`config.mk`:
```
export PLATFORM = sky130hd
export DESIGN_NAME = first_fit_cell_allocator_flat
export DESIGN_NICKNAME = d
export VERILOG_FILES = /design/src/hdl/ffca_pkg.sv /design/src/hdl/ffca_if.sv /design/src/hdl/ffca_cell_mem.sv /design/src/hdl/ffca_useq.sv /design/src/hdl/first_fit_cell_allocator.sv /design/src/flat_wrapper.sv
export VERILOG_INCLUDE_DIRS = /design/src /design/src/hdl
export SDC_FILE = /design/constraint.sdc
export NUM_CORES = 1
export LEC_CHECK = 0
export BUFFER_PORTS_ARGS = -buffer_cell sky130_fd_sc_hd__buf_2
export CORE_MARGIN = 2
export CORE_UTILIZATION = 55
export DETAILED_ROUTE_END_ITERATION = 7
export HOLD_SLACK_MARGIN = 0.12
export PLACE_DENSITY = 0.81
export SLEW_MARGIN = 30
export SYNTH_ARGS = -nofsm -noshare
export SYNTH_HDL_FRONTEND = slang
export SYNTH_SLANG_ARGS = --single-unit
```
`constraint.sdc`:
```
create_clock -name i_clk -period 6.43 [get_ports i_clk]
set_input_delay 0.643 -clock i_clk [delete_from_list [all_inputs] [get_ports i_clk]]
set_output_delay 0.643 -clock i_clk [all_outputs]
set_load 0.02 [all_outputs]
```
`src/hdl/assert_macros.svh`:
```
// assertion helpers shared by the rtl files
`ifndef ASSERT_MACROS_SVH
`define ASSERT_MACROS_SVH

`ifndef SYNTHESIS

`define FFCA_ASSERT(label, clk, rst_n, prop, msg) \
    label: assert property (@(posedge clk) disable iff (!rst_n) prop) else $error(msg);

`define FFCA_NEVER(label, clk, rst_n, expr, msg) \
    label: assert property (@(posedge clk) disable iff (!rst_n) !(expr)) else $error(msg);

`else

`define FFCA_ASSERT(label, clk, rst_n, prop, msg)

`define FFCA_NEVER(label, clk, rst_n, expr, msg)

`endif

`endif

```
`src/hdl/ffca_pkg.sv`:
```
package ffca_pkg;

    localparam int CAPACITY  = 64;
    localparam int GROW_STEP = 10;
    localparam int ADDR_W    = $clog2(CAPACITY);
    localparam int LEN_W     = $clog2(CAPACITY + 1);
    localparam int CELL_W    = 8;
    localparam int RESET_LEN = (GROW_STEP > CAPACITY) ? CAPACITY : GROW_STEP;

    localparam logic [CELL_W-1:0] FREE_CODE = 8'h5F;
    localparam logic [CELL_W-1:0] STOP_CODE = 8'h40;

    localparam logic [1:0] ACT_ALLOC = 2'd0;
    localparam logic [1:0] ACT_FREE  = 2'd1;
    localparam logic [1:0] ACT_WRITE = 2'd2;
    localparam logic [1:0] ACT_READ  = 2'd3;

    localparam logic [1:0] ST_OK    = 2'd0;
    localparam logic [1:0] ST_NOFIT = 2'd1;
    localparam logic [1:0] ST_RANGE = 2'd2;

    // microprogram steps
    localparam int N_STEPS = 19;
    localparam int STEP_W  = $clog2(N_STEPS);
    typedef logic [STEP_W-1:0] t_step;

    localparam t_step S_FETCH   = 5'd0;
    localparam t_step S_DISP_A  = 5'd1;
    localparam t_step S_DISP_F  = 5'd2;
    localparam t_step S_CHK_RNG = 5'd3;
    localparam t_step S_DISP_W  = 5'd4;
    localparam t_step S_RD0     = 5'd5;
    localparam t_step S_RD1     = 5'd6;
    localparam t_step S_WR      = 5'd7;
    localparam t_step S_RANGE   = 5'd8;
    localparam t_step S_A0      = 5'd9;
    localparam t_step S_A_SCAN  = 5'd10;
    localparam t_step S_A_HIT   = 5'd11;
    localparam t_step S_A_CHKG  = 5'd12;
    localparam t_step S_A_GROW  = 5'd13;
    localparam t_step S_A_RPRM  = 5'd14;
    localparam t_step S_NOFIT   = 5'd15;
    localparam t_step S_F0      = 5'd16;
    localparam t_step S_F_SCAN  = 5'd17;
    localparam t_step S_EMIT    = 5'd18;

    typedef enum logic [3:0] {
        C_NEVER,
        C_ALWAYS,
        C_IN_VALID,
        C_ALLOC,
        C_FREE,
        C_WRITE,
        C_ADDR_OOR,
        C_SCAN_END,
        C_HIT,
        C_NO_GROW,
        C_FREE_END,
        C_OUT_FREE
    } t_cond;

    typedef struct packed {
        logic ready;
        logic rd_en;
        logic wr_en;
        logic scan;
        logic free_clr;
        logic grow;
        logic cap_rd;
        logic set_range;
        logic set_nofit;
        logic out_load;
    } t_ctrl;

    typedef struct packed {
        logic in_valid;
        logic is_alloc;
        logic is_free;
        logic is_write;
        logic addr_oor;
        logic scan_end;
        logic hit;
        logic no_grow;
        logic free_end;
        logic out_free;
    } t_flags;

    typedef struct packed {
        t_cond cond;
        t_step target;
        logic  hold;
        t_ctrl ctrl;
    } t_uword;

    // control store: on cond jump to target, else hold or go to the next step
    function automatic t_uword ucode_rom(input t_step s);
        t_uword w;
        w        = '0;
        w.cond   = C_ALWAYS;
        w.target = S_FETCH;
        case (s)
            S_FETCH: begin
                w.ctrl.ready = 1'b1;
                w.cond       = C_IN_VALID;
                w.target     = S_DISP_A;
                w.hold       = 1'b1;
            end
            S_DISP_A: begin
                w.cond   = C_ALLOC;
                w.target = S_A0;
            end
            S_DISP_F: begin
                w.cond   = C_FREE;
                w.target = S_F0;
            end
            S_CHK_RNG: begin
                w.cond   = C_ADDR_OOR;
                w.target = S_RANGE;
            end
            S_DISP_W: begin
                w.cond   = C_WRITE;
                w.target = S_WR;
            end
            S_RD0: begin
                w.ctrl.rd_en = 1'b1;
                w.cond       = C_NEVER;
            end
            S_RD1: begin
                w.ctrl.cap_rd = 1'b1;
                w.target      = S_EMIT;
            end
            S_WR: begin
                w.ctrl.wr_en = 1'b1;
                w.target     = S_EMIT;
            end
            S_RANGE: begin
                w.ctrl.set_range = 1'b1;
                w.target         = S_EMIT;
            end
            S_A0: begin
                w.ctrl.rd_en = 1'b1;
                w.cond       = C_NEVER;
            end
            S_A_SCAN: begin
                w.ctrl.rd_en = 1'b1;
                w.ctrl.scan  = 1'b1;
                w.cond       = C_SCAN_END;
                w.target     = S_A_HIT;
                w.hold       = 1'b1;
            end
            S_A_HIT: begin
                w.cond   = C_HIT;
                w.target = S_EMIT;
            end
            S_A_CHKG: begin
                w.cond   = C_NO_GROW;
                w.target = S_NOFIT;
            end
            S_A_GROW: begin
                w.ctrl.grow = 1'b1;
                w.cond      = C_NEVER;
            end
            S_A_RPRM: begin
                w.ctrl.rd_en = 1'b1;
                w.target     = S_A_SCAN;
            end
            S_NOFIT: begin
                w.ctrl.set_nofit = 1'b1;
                w.target         = S_EMIT;
            end
            S_F0: begin
                w.ctrl.rd_en = 1'b1;
                w.cond       = C_ADDR_OOR;
                w.target     = S_EMIT;
            end
            S_F_SCAN: begin
                w.ctrl.rd_en    = 1'b1;
                w.ctrl.free_clr = 1'b1;
                w.cond          = C_FREE_END;
                w.target        = S_EMIT;
                w.hold          = 1'b1;
            end
            S_EMIT: begin
                w.ctrl.out_load = 1'b1;
                w.cond          = C_OUT_FREE;
                w.target        = S_FETCH;
                w.hold          = 1'b1;
            end
            default: begin
                w.target = S_FETCH;
            end
        endcase
        return w;
    endfunction

endpackage

```
`src/hdl/ffca_if.sv`:
```
interface ffca_in_if import ffca_pkg::*; ();
    logic              valid;
    logic              ready;
    logic [1:0]        action;
    logic [LEN_W-1:0]  alloc_size;
    logic [ADDR_W-1:0] cell_address;
    logic [CELL_W-1:0] cell_value;

    modport source (output valid, action, alloc_size, cell_address, cell_value, input ready);
    modport sink   (input valid, action, alloc_size, cell_address, cell_value, output ready);
endinterface

interface ffca_out_if import ffca_pkg::*; ();
    logic              valid;
    logic              ready;
    logic [1:0]        status;
    logic [LEN_W-1:0]  position;
    logic [CELL_W-1:0] read_value;
    logic [LEN_W-1:0]  length_in_use;

    modport source (output valid, status, position, read_value, length_in_use, input ready);
    modport sink   (input valid, status, position, read_value, length_in_use, output ready);
endinterface

```
`src/hdl/ffca_cell_mem.sv`:
```
module ffca_cell_mem import ffca_pkg::*; (
    input  logic              i_clk,
    input  logic              i_rst_n,
    input  logic              i_we,
    input  logic [ADDR_W-1:0] i_waddr,
    input  logic [CELL_W-1:0] i_wdata,
    input  logic              i_clr,
    input  logic [ADDR_W-1:0] i_caddr,
    input  logic              i_re,
    input  logic [ADDR_W-1:0] i_raddr,
    output logic [CELL_W-1:0] o_cell
);

    logic [CELL_W-1:0] r_mem [CAPACITY];
    logic [CAPACITY-1:0] r_vld;
    logic [CELL_W-1:0] r_q;
    logic              r_q_vld;

    always_ff @(posedge i_clk) begin
        if (i_we) begin
            r_mem[i_waddr] <= i_wdata;
        end
        if (i_re) begin
            r_q <= r_mem[i_raddr];
        end
    end

    // a cell never written since reset or last freed reads as free
    always_ff @(posedge i_clk) begin
        if (!i_rst_n) begin
            r_vld <= '0;
        end else begin
            if (i_we) begin
                r_vld[i_waddr] <= 1'b1;
            end
            if (i_clr) begin
                r_vld[i_caddr] <= 1'b0;
            end
        end
        if (i_re) begin
            r_q_vld <= r_vld[i_raddr];
        end
    end

    assign o_cell = r_q_vld ? r_q : FREE_CODE;

endmodule

```
`src/hdl/ffca_useq.sv`:
```
`include "assert_macros.svh"

module ffca_useq import ffca_pkg::*; (
    input  logic   i_clk,
    input  logic   i_rst_n,
    input  t_flags i_flags,
    output t_ctrl  o_ctrl
);

    t_step  r_step;
    t_step  n_step;
    t_uword uword;
    logic   cond_true;

    assign uword  = ucode_rom(r_step);
    assign o_ctrl = uword.ctrl;

    always_comb begin
        case (uword.cond)
            C_NEVER:    cond_true = 1'b0;
            C_ALWAYS:   cond_true = 1'b1;
            C_IN_VALID: cond_true = i_flags.in_valid;
            C_ALLOC:    cond_true = i_flags.is_alloc;
            C_FREE:     cond_true = i_flags.is_free;
            C_WRITE:    cond_true = i_flags.is_write;
            C_ADDR_OOR: cond_true = i_flags.addr_oor;
            C_SCAN_END: cond_true = i_flags.scan_end;
            C_HIT:      cond_true = i_flags.hit;
            C_NO_GROW:  cond_true = i_flags.no_grow;
            C_FREE_END: cond_true = i_flags.free_end;
            C_OUT_FREE: cond_true = i_flags.out_free;
            default:    cond_true = 1'b1;
        endcase
    end

    always_comb begin
        if (cond_true) begin
            n_step = uword.target;
        end else if (uword.hold) begin
            n_step = r_step;
        end else begin
            n_step = r_step + 1'b1;
        end
    end

    always_ff @(posedge i_clk) begin
        if (!i_rst_n) begin
            r_step <= S_FETCH;
        end else begin
            r_step <= n_step;
        end
    end

    `FFCA_ASSERT(a_step_range, i_clk, i_rst_n, r_step < STEP_W'(N_STEPS), "step counter out of program")
    `FFCA_ASSERT(a_accept_dispatch, i_clk, i_rst_n, o_ctrl.ready && i_flags.in_valid |=> r_step == S_DISP_A, "accepted word not dispatched")
    `FFCA_NEVER(a_rd_wr_clash, i_clk, i_rst_n, o_ctrl.wr_en && o_ctrl.rd_en, "cell read and write in one step")

endmodule

```
`src/hdl/first_fit_cell_allocator.sv`:
```
// steps from accept to result: write and read check the range first; free clears cells
// through the stop code or to the end of the length in use; alloc scans cells and, on
// a miss, grows the length in use and scans again, or reports no fit
// one word in flight, one cell scanned a cycle; next word taken while a result waits
// reset (synchronous, active low) marks every cell free at once, sets the length
// in use to 10 and grow_on_miss to 1; the block is ready in the first cycle after it
`include "assert_macros.svh"

module first_fit_cell_allocator import ffca_pkg::*; (
    input  logic       i_clk,
    input  logic       i_rst_n,
    input  logic       i_cfg_we,
    input  logic       i_cfg_wdata,
    ffca_in_if.sink    i_item,
    ffca_out_if.source o_result
);

    t_ctrl  ctrl;
    t_flags flags;

    logic              r_grow;
    logic [LEN_W-1:0]  r_len;
    logic [1:0]        r_act;
    logic [LEN_W-1:0]  r_size;
    logic [CELL_W-1:0] r_val;
    logic [LEN_W-1:0]  r_addr;
    logic [LEN_W-1:0]  r_idx;
    logic [LEN_W-1:0]  r_run_len;
    logic [LEN_W-1:0]  r_run_start;
    logic              r_hit;
    logic [1:0]        r_status;
    logic [LEN_W-1:0]  r_pos;
    logic [CELL_W-1:0] r_rd;

    logic              r_out_valid;
    logic [1:0]        r_out_status;
    logic [LEN_W-1:0]  r_out_pos;
    logic [CELL_W-1:0] r_out_rd;
    logic [LEN_W-1:0]  r_out_len;

    logic [CELL_W-1:0] cell_q;
    logic              cell_free;
    logic              scan_ok;
    logic              size_zero;
    logic [LEN_W-1:0]  run_next;
    logic [LEN_W-1:0]  start_next;
    logic              hit_now;
    logic [LEN_W-1:0]  pos_now;
    logic [LEN_W:0]    grow_sum;
    logic [LEN_W-1:0]  n_len;
    logic              accept;
    logic              out_free;

    ffca_useq u_useq (
        .i_clk   (i_clk),
        .i_rst_n (i_rst_n),
        .i_flags (flags),
        .o_ctrl  (ctrl)
    );

    ffca_cell_mem u_mem (
        .i_clk   (i_clk),
        .i_rst_n (i_rst_n),
        .i_we    (ctrl.wr_en),
        .i_waddr (r_addr[ADDR_W-1:0]),
        .i_wdata (r_val),
        .i_clr   (ctrl.free_clr && scan_ok),
        .i_caddr (r_idx[ADDR_W-1:0]),
        .i_re    (ctrl.rd_en),
        .i_raddr (r_addr[ADDR_W-1:0]),
        .o_cell  (cell_q)
    );

    assign accept    = ctrl.ready && i_item.valid;
    assign out_free  = !r_out_valid || o_result.ready;
    assign cell_free = (cell_q == FREE_CODE);
    assign scan_ok   = (r_idx < r_len);
    assign size_zero = (r_size == '0);
    assign run_next  = r_run_len + 1'b1;
    assign start_next = (r_run_len == '0) ? r_idx : r_run_start;

    // size zero takes the first free cell, or the length when none is free
    always_comb begin
        if (size_zero) begin
            hit_now = !scan_ok || cell_free;
            pos_now = scan_ok ? r_idx : r_len;
        end else begin
            hit_now = scan_ok && cell_free && (run_next == r_size);
            pos_now = start_next;
        end
    end

    assign grow_sum = {1'b0, r_len} + (LEN_W + 1)'(GROW_STEP);
    assign n_len    = (grow_sum > (LEN_W + 1)'(CAPACITY)) ? LEN_W'(CAPACITY)
                                                          : grow_sum[LEN_W-1:0];

    always_comb begin
        flags.in_valid = i_item.valid;
        flags.is_alloc = (r_act == ACT_ALLOC);
        flags.is_free  = (r_act == ACT_FREE);
        flags.is_write = (r_act == ACT_WRITE);
        flags.addr_oor = (r_addr >= r_len);
        flags.scan_end = !scan_ok || hit_now;
        flags.hit      = r_hit;
        flags.no_grow  = !r_grow || (r_len >= LEN_W'(CAPACITY));
        flags.free_end = !scan_ok || (cell_q == STOP_CODE);
        flags.out_free = out_free;
    end

    always_ff @(posedge i_clk) begin
        if (!i_rst_n) begin
            r_grow      <= 1'b1;
            r_len       <= LEN_W'(RESET_LEN);
            r_out_valid <= 1'b0;
        end else begin
            if (i_cfg_we) begin
                r_grow <= i_cfg_wdata;
            end

            if (accept) begin
                r_act     <= i_item.action;
                r_size    <= i_item.alloc_size;
                r_val     <= i_item.cell_value;
                r_addr    <= (i_item.action == ACT_ALLOC) ? '0
                                                          : {1'b0, i_item.cell_address};
                r_run_len <= '0;
                r_hit     <= 1'b0;
                r_status  <= ST_OK;
                r_pos     <= '0;
                r_rd      <= '0;
            end

            // read pipeline: r_idx names the cell whose data shows on cell_q
            if (ctrl.rd_en) begin
                r_addr <= r_addr + 1'b1;
                r_idx  <= r_addr;
            end

            if (ctrl.scan) begin
                if (scan_ok) begin
                    if (cell_free) begin
                        r_run_len   <= run_next;
                        r_run_start <= start_next;
                    end else begin
                        r_run_len <= '0;
                    end
                end
                if (hit_now) begin
                    r_hit <= 1'b1;
                    r_pos <= pos_now;
                end
            end

            // new cells are free, so the open run carries on into them
            if (ctrl.grow) begin
                r_len  <= n_len;
                r_addr <= r_len;
            end

            if (ctrl.cap_rd) begin
                r_rd <= cell_q;
            end
            if (ctrl.set_range) begin
                r_status <= ST_RANGE;
            end
            if (ctrl.set_nofit) begin
                r_status <= ST_NOFIT;
            end

            if (ctrl.out_load && out_free) begin
                r_out_valid  <= 1'b1;
                r_out_status <= r_status;
                r_out_pos    <= r_pos;
                r_out_rd     <= r_rd;
                r_out_len    <= r_len;
            end else if (o_result.ready) begin
                r_out_valid <= 1'b0;
            end
        end
    end

    assign i_item.ready           = ctrl.ready;
    assign o_result.valid         = r_out_valid;
    assign o_result.status        = r_out_status;
    assign o_result.position      = r_out_pos;
    assign o_result.read_value    = r_out_rd;
    assign o_result.length_in_use = r_out_len;

    `FFCA_ASSERT(a_len_bounds, i_clk, i_rst_n, r_len >= LEN_W'(RESET_LEN) && r_len <= LEN_W'(CAPACITY), "length in use out of bounds")
    `FFCA_ASSERT(a_len_grows_only, i_clk, i_rst_n, $past(i_rst_n) |-> r_len >= $past(r_len), "length in use shrank")
    `FFCA_ASSERT(a_nofit_pos, i_clk, i_rst_n, r_out_valid && r_out_status == ST_NOFIT |-> r_out_pos == '0, "no-fit result carries a position")

endmodule

```
`src/flat_wrapper.sv`:
```
// flat-port wrapper written by rule: the top's interface ports become plain ports
module first_fit_cell_allocator_flat import ffca_pkg::*;
  (i_clk, i_rst_n, i_cfg_we, i_cfg_wdata, i_item_valid, i_item_action, i_item_alloc_size, i_item_cell_address, i_item_cell_value, i_item_ready, o_result_valid, o_result_status, o_result_position, o_result_read_value, o_result_length_in_use, o_result_ready);
  ffca_in_if i_item_i ();
  ffca_out_if o_result_i ();
  input  logic i_clk;
  input  logic i_rst_n;
  input  logic i_cfg_we;
  input  logic i_cfg_wdata;
  input wire logic [$bits(i_item_i.valid)-1:0] i_item_valid;
  input wire logic [$bits(i_item_i.action)-1:0] i_item_action;
  input wire logic [$bits(i_item_i.alloc_size)-1:0] i_item_alloc_size;
  input wire logic [$bits(i_item_i.cell_address)-1:0] i_item_cell_address;
  input wire logic [$bits(i_item_i.cell_value)-1:0] i_item_cell_value;
  output wire logic [$bits(i_item_i.ready)-1:0] i_item_ready;
  output wire logic [$bits(o_result_i.valid)-1:0] o_result_valid;
  output wire logic [$bits(o_result_i.status)-1:0] o_result_status;
  output wire logic [$bits(o_result_i.position)-1:0] o_result_position;
  output wire logic [$bits(o_result_i.read_value)-1:0] o_result_read_value;
  output wire logic [$bits(o_result_i.length_in_use)-1:0] o_result_length_in_use;
  input wire logic [$bits(o_result_i.ready)-1:0] o_result_ready;
  assign i_item_i.valid = i_item_valid;
  assign i_item_i.action = i_item_action;
  assign i_item_i.alloc_size = i_item_alloc_size;
  assign i_item_i.cell_address = i_item_cell_address;
  assign i_item_i.cell_value = i_item_cell_value;
  assign i_item_ready = i_item_i.ready;
  assign o_result_valid = o_result_i.valid;
  assign o_result_status = o_result_i.status;
  assign o_result_position = o_result_i.position;
  assign o_result_read_value = o_result_i.read_value;
  assign o_result_length_in_use = o_result_i.length_in_use;
  assign o_result_i.ready = o_result_ready;
  first_fit_cell_allocator u_core (.i_clk(i_clk), .i_rst_n(i_rst_n), .i_cfg_we(i_cfg_we), .i_cfg_wdata(i_cfg_wdata), .i_item(i_item_i), .o_result(o_result_i));
endmodule
```
==> summary.md, run 1 <==
| Metric | Value |
|---|---|
| Status | finished, final reports clean |
| Slew Limit Fails | 0 |
| Final ANT Viol Nets | 0 |
| Port Buffer Count | 53 |
| Synth top cells by count | edfxtp_1, a22oi_1, nor2_1 |
| CP startpoint kind | flop |
| DRC | 0 |
| # H-tree levels | 2 |
| Share of layout cells above drive strength 1 | 15.73% |
| Number of DRC markers in iteration 0 | slightly above 3000 |
| Peak fanout along the critical path | 30 |
| WL/cell | between 20 and 30 um |
| Critical Path RT | roughly 6.7 ns |
| Area growth from synthesis to layout | 11.40% |
| Max Clock Freq | roughly 250 MHz |
| Ant diodes | 0 |
| Met3 wire length | 9753 um |
| Die area | 50610 um2 |
| Critical Path, Cell by Cell | and3b_2 > buf_4 > nand2_1 > nor2_1 |
| Routed wire length on met2 | ~33000 um |
| Area after DPL | between 20000 and 30000 um2 |
| Syn Inst Count | between 1500 and 2000 |
| Routed met1 length | approximately 25000 um |
| Global-route wire length before repair | between 100000 and 150000 um |
| CTS tree | done |
| GRT Overall Usage | around 28% |
| Filler instances | around 3200 |
| Clock transition at path regs | 0.07 ns |
| Hold Crit Class | primary input to flop |
| Top cell type's share of synthesized area | roughly two thirds |
| Async SR Flop Fraction | 0% |
| Main area contributors after synthesis | edfxtp_1, dfxtp_1, a22oi_1 |
| VDD IR max | 0.0002590 V |
| Top Layer Used | met5 |
| Slew margin rel. | between 20% and 30% |
| Num ports | 55 |
| Synth unique cells | 70 |
| Die Wd | 225.0 um |
| Clk_lat worst skew | ~0.66 ns |
| Register area | 19770 um2 |
| Post-CTS setup buffers | 0 |
| Clock buffer depth | 3 |
| Fin. Hold Viols | 0 |
| Synth Cell Area | between 20000 and 30000 um2 |
| Most common cell in the synthesized netlist | edfxtp_1 |
| TritonRoute pass-1 iters | 8 |
| Estimated wirelength of the detail-placed design | 40360 um |
| Top_reg_cell synth | edfxtp_1 |
| Post-synthesis sequential area ratio | 73.61% |
| Row count | 80 |
| Crit path kind | flop to flop |
| Clk_skew | between 0.03 and 0.04 ns |
| Post-Layout Cell Count | around 2400 |
| Setup violation total in the final timing report | 0 |
| GRT overflow | 0 |
| Total clock sinks | between 600 and 700 |
| Crit path DAT | 4.24 ns |
| Vias per Instance | 7.103 |
| Final Cell Area | roughly 30000 um2 |
| Largest net degree at the start of global routing | 75 |
| Critical Path End Type | flop |
| Sum Neg Setup Slack | 0 ns |
| PD cells | roughly 370 nW/um2 |
| Core ar. | around 48000 um2 |
| Root buffer cell | clkbuf_16 |
| Power, Total | 11.16 mW |
| Min Tclk post-route | approximately 4 ns |
| Routed Wire Length | between 70000 and 80000 um |
| Die Span Y | roughly 220 um |
| Number of nets in the layout | ~1800 |
| Synth Register Bits | just under 700 |
| Worst hold margin | ~0.18 ns |
| Worst path max stage delay | 1.00 ns |
| GPL Wtd Cong | between 0.9 and 1 |
| Cts hold-fix bufs | 0 |
| CTS buffer count | between 60 and 70 |
| Area leader, netlist | edfxtp_1 |
| Unrepaired setup endpoints after global routing | no |
| Max-cap violations | 0 |
| Syn_area_per_cell | about 15 um2 |
| Vias in the first global route | between 15000 and 20000 |
| Via count | 17330 |
| Post-synth EDFFs | approximately 600 |
| Critical-path top delay cell | nor2_1 |
| Slew @ Worst Pin | 1.108 ns |
| Syn_nets | ~1800 |
| Multi-input logic area | between 6000 and 7000 um2 |
| Final Cycle Share | about 62% |
| Starting Density | a little under three fifths |
| CTS resizes | 0 |
| Cells after DPL | 2323 |
| Initial antenna violation count | 2 |
| Synth warn | 0 |
| P_leak | about 9.6 nW |
## per-stage QoR
step,setup slack (ns),util [%]
after floorplan,3.197,-
after global placement,2.749,57.88
after detailed placement,2.629,57.89
after CTS,2.625,62.26
after global routing,2.498,62.40
final,2.442,62.40
## worst max-delay path, delay by kind of cell (launching register included)
family | cells | cell delay (ns)
AND/OR/NAND/NOR | 3 | 2.22
buffers and inverters | 1 | 0.51
flip-flops | 1 | 0.84
## final timing paths
| check | slack [ns] | cells past startpoint | end | startpoint |
|---|---|---|---|---|
| min | 0.18 | 1 | u_core.r_size[2] | i_item_alloc_size[2] |
| max reg2reg | 2.44 | 4 | u_core.u_mem.r_mem[37][0] | u_core.r_addr[2] |
| max | 2.44 | 4 | u_core.u_mem.r_mem[37][0] | u_core.r_addr[2] |
| min reg2reg | 0.42 | 0 | u_core.o_result.read_value[7] | u_core.r_rd[7] |
## power breakdown
group / total [mW] / internal, mW / leakage [nW] / switching (mW)
sequential: 5.28 / 5.10 / 6.10 / 0.177
clock: 3.82 / 2.19 / 1.03 / 1.64
combinational: 2.06 / 0.660 / 2.45 / 1.40
total: 11.2 / 7.94 / 9.58 / 3.21
## cell type report
class / count / area share, %
Tap cell: 615 / 2.572
Multi-Input combinational cell: 919 / 22.15
Inverter: 24 / 0.3011
Clock buffer: 73 / 5.357
Sequential cell: 684 / 66.08
Clock inverter: 43 / 1.652
Timing Repair Buffer: 82 / 1.890
## flip-flops by register name (all words and copies together) (netlist names)
register / count
u_core.r_hit: 1
u_core.o_result.length_in_use: 6
u_core.r_rd: 8
u_core.r_size: 7
u_core.o_result.read_value: 8
u_core.r_addr: 7
u_core.r_val: 8
u_core.u_mem.r_mem: 512
u_core.r_status: 2
u_core.o_result.status: 2
u_core.o_result.valid: 1
u_core.r_act: 2
u_core.u_useq.r_step: 5
u_core.r_grow: 1
u_core.r_len: 6
u_core.r_run_start: 7
u_core.r_pos: 7
u_core.u_mem.r_q: 8
u_core.o_result.position: 7
u_core.r_run_len: 7
u_core.u_mem.r_q_vld: 1
u_core.r_idx: 7
u_core.u_mem.r_vld: 64
## cell usage in the layout, fill, tap and decap left out, types with 11 or more instances in the layout
cell,instances
edfxtp_1,607
clkinv_2,16
nor2_1,102
a21oi_1,44
ha_1,21
nand2_1,59
nor4_1,16
a22o_1,59
nand3b_1,11
o221a_2,64
nand4_1,14
nor3_1,14
inv_1,23
buf_2,53
a221oi_1,60
clkbuf_16,62
a31oi_1,66
nand3_1,28
a22oi_1,171
dfxtp_1,77
o21ai_0,21
buf_4,23
mux2i_1,23
## per-layer routing
metal / vias up / track usage (%)
met5: - / 0
met4: 4 / 11.69
met3: 245 / 8.748
met2: 1479 / 43.33
met1: 8403 / 35.91
li1: 7201 / -
## kinds of logic after synthesis
family | Yosys count | share of synthesized area (%)
adder cells (fa/ha/maj) | 21 | 0.9784
AND/OR/NAND/NOR | 315 | 5.884
flip-flops | 684 | 73.61
buffers and inverters | 138 | 2.045
multiplexers | 32 | 1.263
XOR/XNOR | 16 | 0.5218
AO/OA/AOI/OAI | 534 | 15.68
other | 1 | 0.01396
(Power assumes the default switching activity.)
==> run 2: changes to the inputs <==
Settings changed: PLACE_DENSITY 0.81 to 0.84.
Clock period 6.43 ns to 3.5 ns, I/O delays scaled along.
==> summary.md, run 2 (same netlist as run 1, synthesis figures left out) <==
| Metric | Value |
|---|---|
| Setup violation total in the final timing report | 0 (unchanged) |
| Most flop-heavy register | u_core.u_mem.r_mem |
| Crit path DAT | 3.76 ns (-0.48 ns) |
| Vias per Instance | 6.995 (-1.5%) |
| Post-CTS setup buffers | 0 (unchanged) |
| Largest net degree at the start of global routing | 94 (+25%) |
| Failing checks | design-rule violations |
| Final Cycle Share | 97.41% (+35 points) |
| Most common cell after layout, fill and taps aside | edfxtp_1 |
| Die area | 50610 um2 (unchanged) |
| Register area | 19770 um2 (unchanged) |
| P_leak | 10.23 nW (+6.8%) |
| WL/cell | 28.60 um (-0.83%) |
| Routed Wire Length | 73770 um (+4.8%) |
| Root buffer cell | clkbuf_16 |
| CP startpoint kind | flop |
| Share of layout cells above drive strength 1 | 19.60% (+3.9 points) |
| Clk_lat worst skew | 0.64 ns (-0.02 ns) |
| Cells after DPL | 2440 (+5.0%) |
| Fin. Hold Viols | 0 (unchanged) |
| Clock buffer depth | 3 (unchanged) |
| GRT overflow | 0 (unchanged) |
| Filler instances | 3028 (-5.1%) |
| Peak fanout along the critical path | 27 (-10%) |
| Num ports | 55 (unchanged) |
| Highest-count cells in the layout ignoring fill and taps | edfxtp_1, a22oi_1, buf_4, nor2_1, dfxtp_1 |
| Number of nets in the layout | 1962 (+7.7%) |
| Number of DRC markers in iteration 0 | 3121 (+2.5%) |
| DRC | 4 (+4) |
| Via count | 18040 (+4.1%) |
| Vias in the first global route | 17670 (+6.5%) |
| Hold Crit Class | primary input to flop |
| # H-tree levels | 2 (unchanged) |
| Slew Limit Fails | 0 (unchanged) |
| Leading registers by flop count | u_core.u_mem.r_mem x512, u_core.u_mem.r_vld x64 |
| Port Buffer Count | 53 (unchanged) |
| Die Wd | 225.0 um (unchanged) |
| Max Clock Freq | 293.3 MHz (+17%) |
| Status | finished with violations |
| Slew @ Worst Pin | 1.003 ns (-0.1052 ns) |
| Estimated wirelength of the detail-placed design | 44350 um (+9.9%) |
| Area growth from synthesis to layout | 15.14% |
| Row count | 80 (unchanged) |
| Max-cap violations | 0 (unchanged) |
| Max FFs per register | 512 (unchanged) |
| Power, Total | 20.49 mW (+84%) |
| Initial antenna violation count | 2 (unchanged) |
| Starting Density | 56.01% (unchanged) |
| Worst hold margin | 0.1451 ns (-0.03921 ns) |
| Core ar. | 47950 um2 (unchanged) |
| PD cells | 662.5 nW/um2 (+78%) |
| TritonRoute pass-1 iters | 8 (unchanged) |
| Global-route wire length before repair | 109500 um (+5.4%) |
| CTS buffer count | 61 (unchanged) |
| Total clock sinks | 684 (unchanged) |
| Unrepaired setup endpoints after global routing | no |
| Critical Path RT | 3.85 ns (-2.83 ns) |
| Final ANT Viol Nets | 0 (unchanged) |
| Min Tclk post-route | 3.409 ns (-0.5788 ns) |
| Clock transition at path regs | 0.06 ns (about the same) |
| Clk_skew | 0.02396 ns (-0.008923 ns) |
| Die Span Y | 225.0 um (unchanged) |
| GPL Wtd Cong | 0.9569 (+4.7%) |
| CTS tree | done |
| Multi-input logic area | 6605 um2 (-0.32%) |
| Crit path kind | flop to flop |
| Critical Path End Type | flop |
| Post-Layout Cell Count | 2579 (+5.7%) |
| VDD IR max | 0.0004953 V (+91%) |
| Slew margin rel. | 33.01% (+7.1 points) |
| GRT Overall Usage | 29.17% (+1.5 points) |
| Ant diodes | 0 (unchanged) |
## run 2: layout make-up
type | instances | area share [%]
clock buffers | 90 | 5.451
clock inverters | 25 | 0.9671
inverters | 24 | 0.2913
multi-input cells | 919 | 21.36
flip-flops and latches | 684 | 63.93
well taps | 615 | 2.489
repair buffers | 222 | 5.507
## run 2: final timing paths
kind	start	to	slack [ns]	cells past startpoint
worst min register to register	u_core.r_rd[0]	u_core.o_result.read_value[0]	0.42	0
worst min-delay path	i_item_cell_address[3]	u_core.r_addr[3]	0.15	3
worst max-delay path	u_core.r_addr[2]	u_core.u_mem.r_q[1]	0.09	9
worst max register to register	u_core.r_addr[2]	u_core.u_mem.r_q[1]	0.09	9
## run 2: per-layer routing
layer | track usage [%] | part of all wire, %
met5 | 0 | 0.035
met4 | 15.47 | 5.7
met3 | 8.110 | 14
met2 | 45.80 | 46
met1 | 37.22 | 34
## run 2: timing repair
item	CTS	global route
hold buffers	23	0
gates resized for setup	0	1
hold endpoints to repair	22	0
endpoints found under the setup margin	0	1
## run 2: where the power goes
group | switching [mW] | internal [mW] | total [mW]
combinational | 2.67 | 1.39 | 4.07
sequential | 0.356 | 9.37 | 9.72
clock | 2.91 | 3.79 | 6.69
## run 2: through the flow
stage          setup WS, ns  utilization, %  TNS (ns)  area [um2]
2_1_floorplan        0.2665               -         0       26860
3_3_place_gp        -0.1439           59.77   -0.1518       28660
3_5_place_dp         0.2144           59.82         0       28680
4_1_cts             0.07319           64.44         0       30900
5_1_grt             0.03740           64.49         0       30920
6_report            0.09076           64.49         0       30920
## run 2: worst max-delay path: stages, from the launching register on
cell      delay (ns)
edfxtp_1        0.68
buf_4           0.26
nor3_4          0.05
buf_12          0.21
buf_4           0.24
a22o_1          0.21
a221oi_1        0.40
a31oi_1         0.27
nor4_1          0.64
nand3_1         0.16
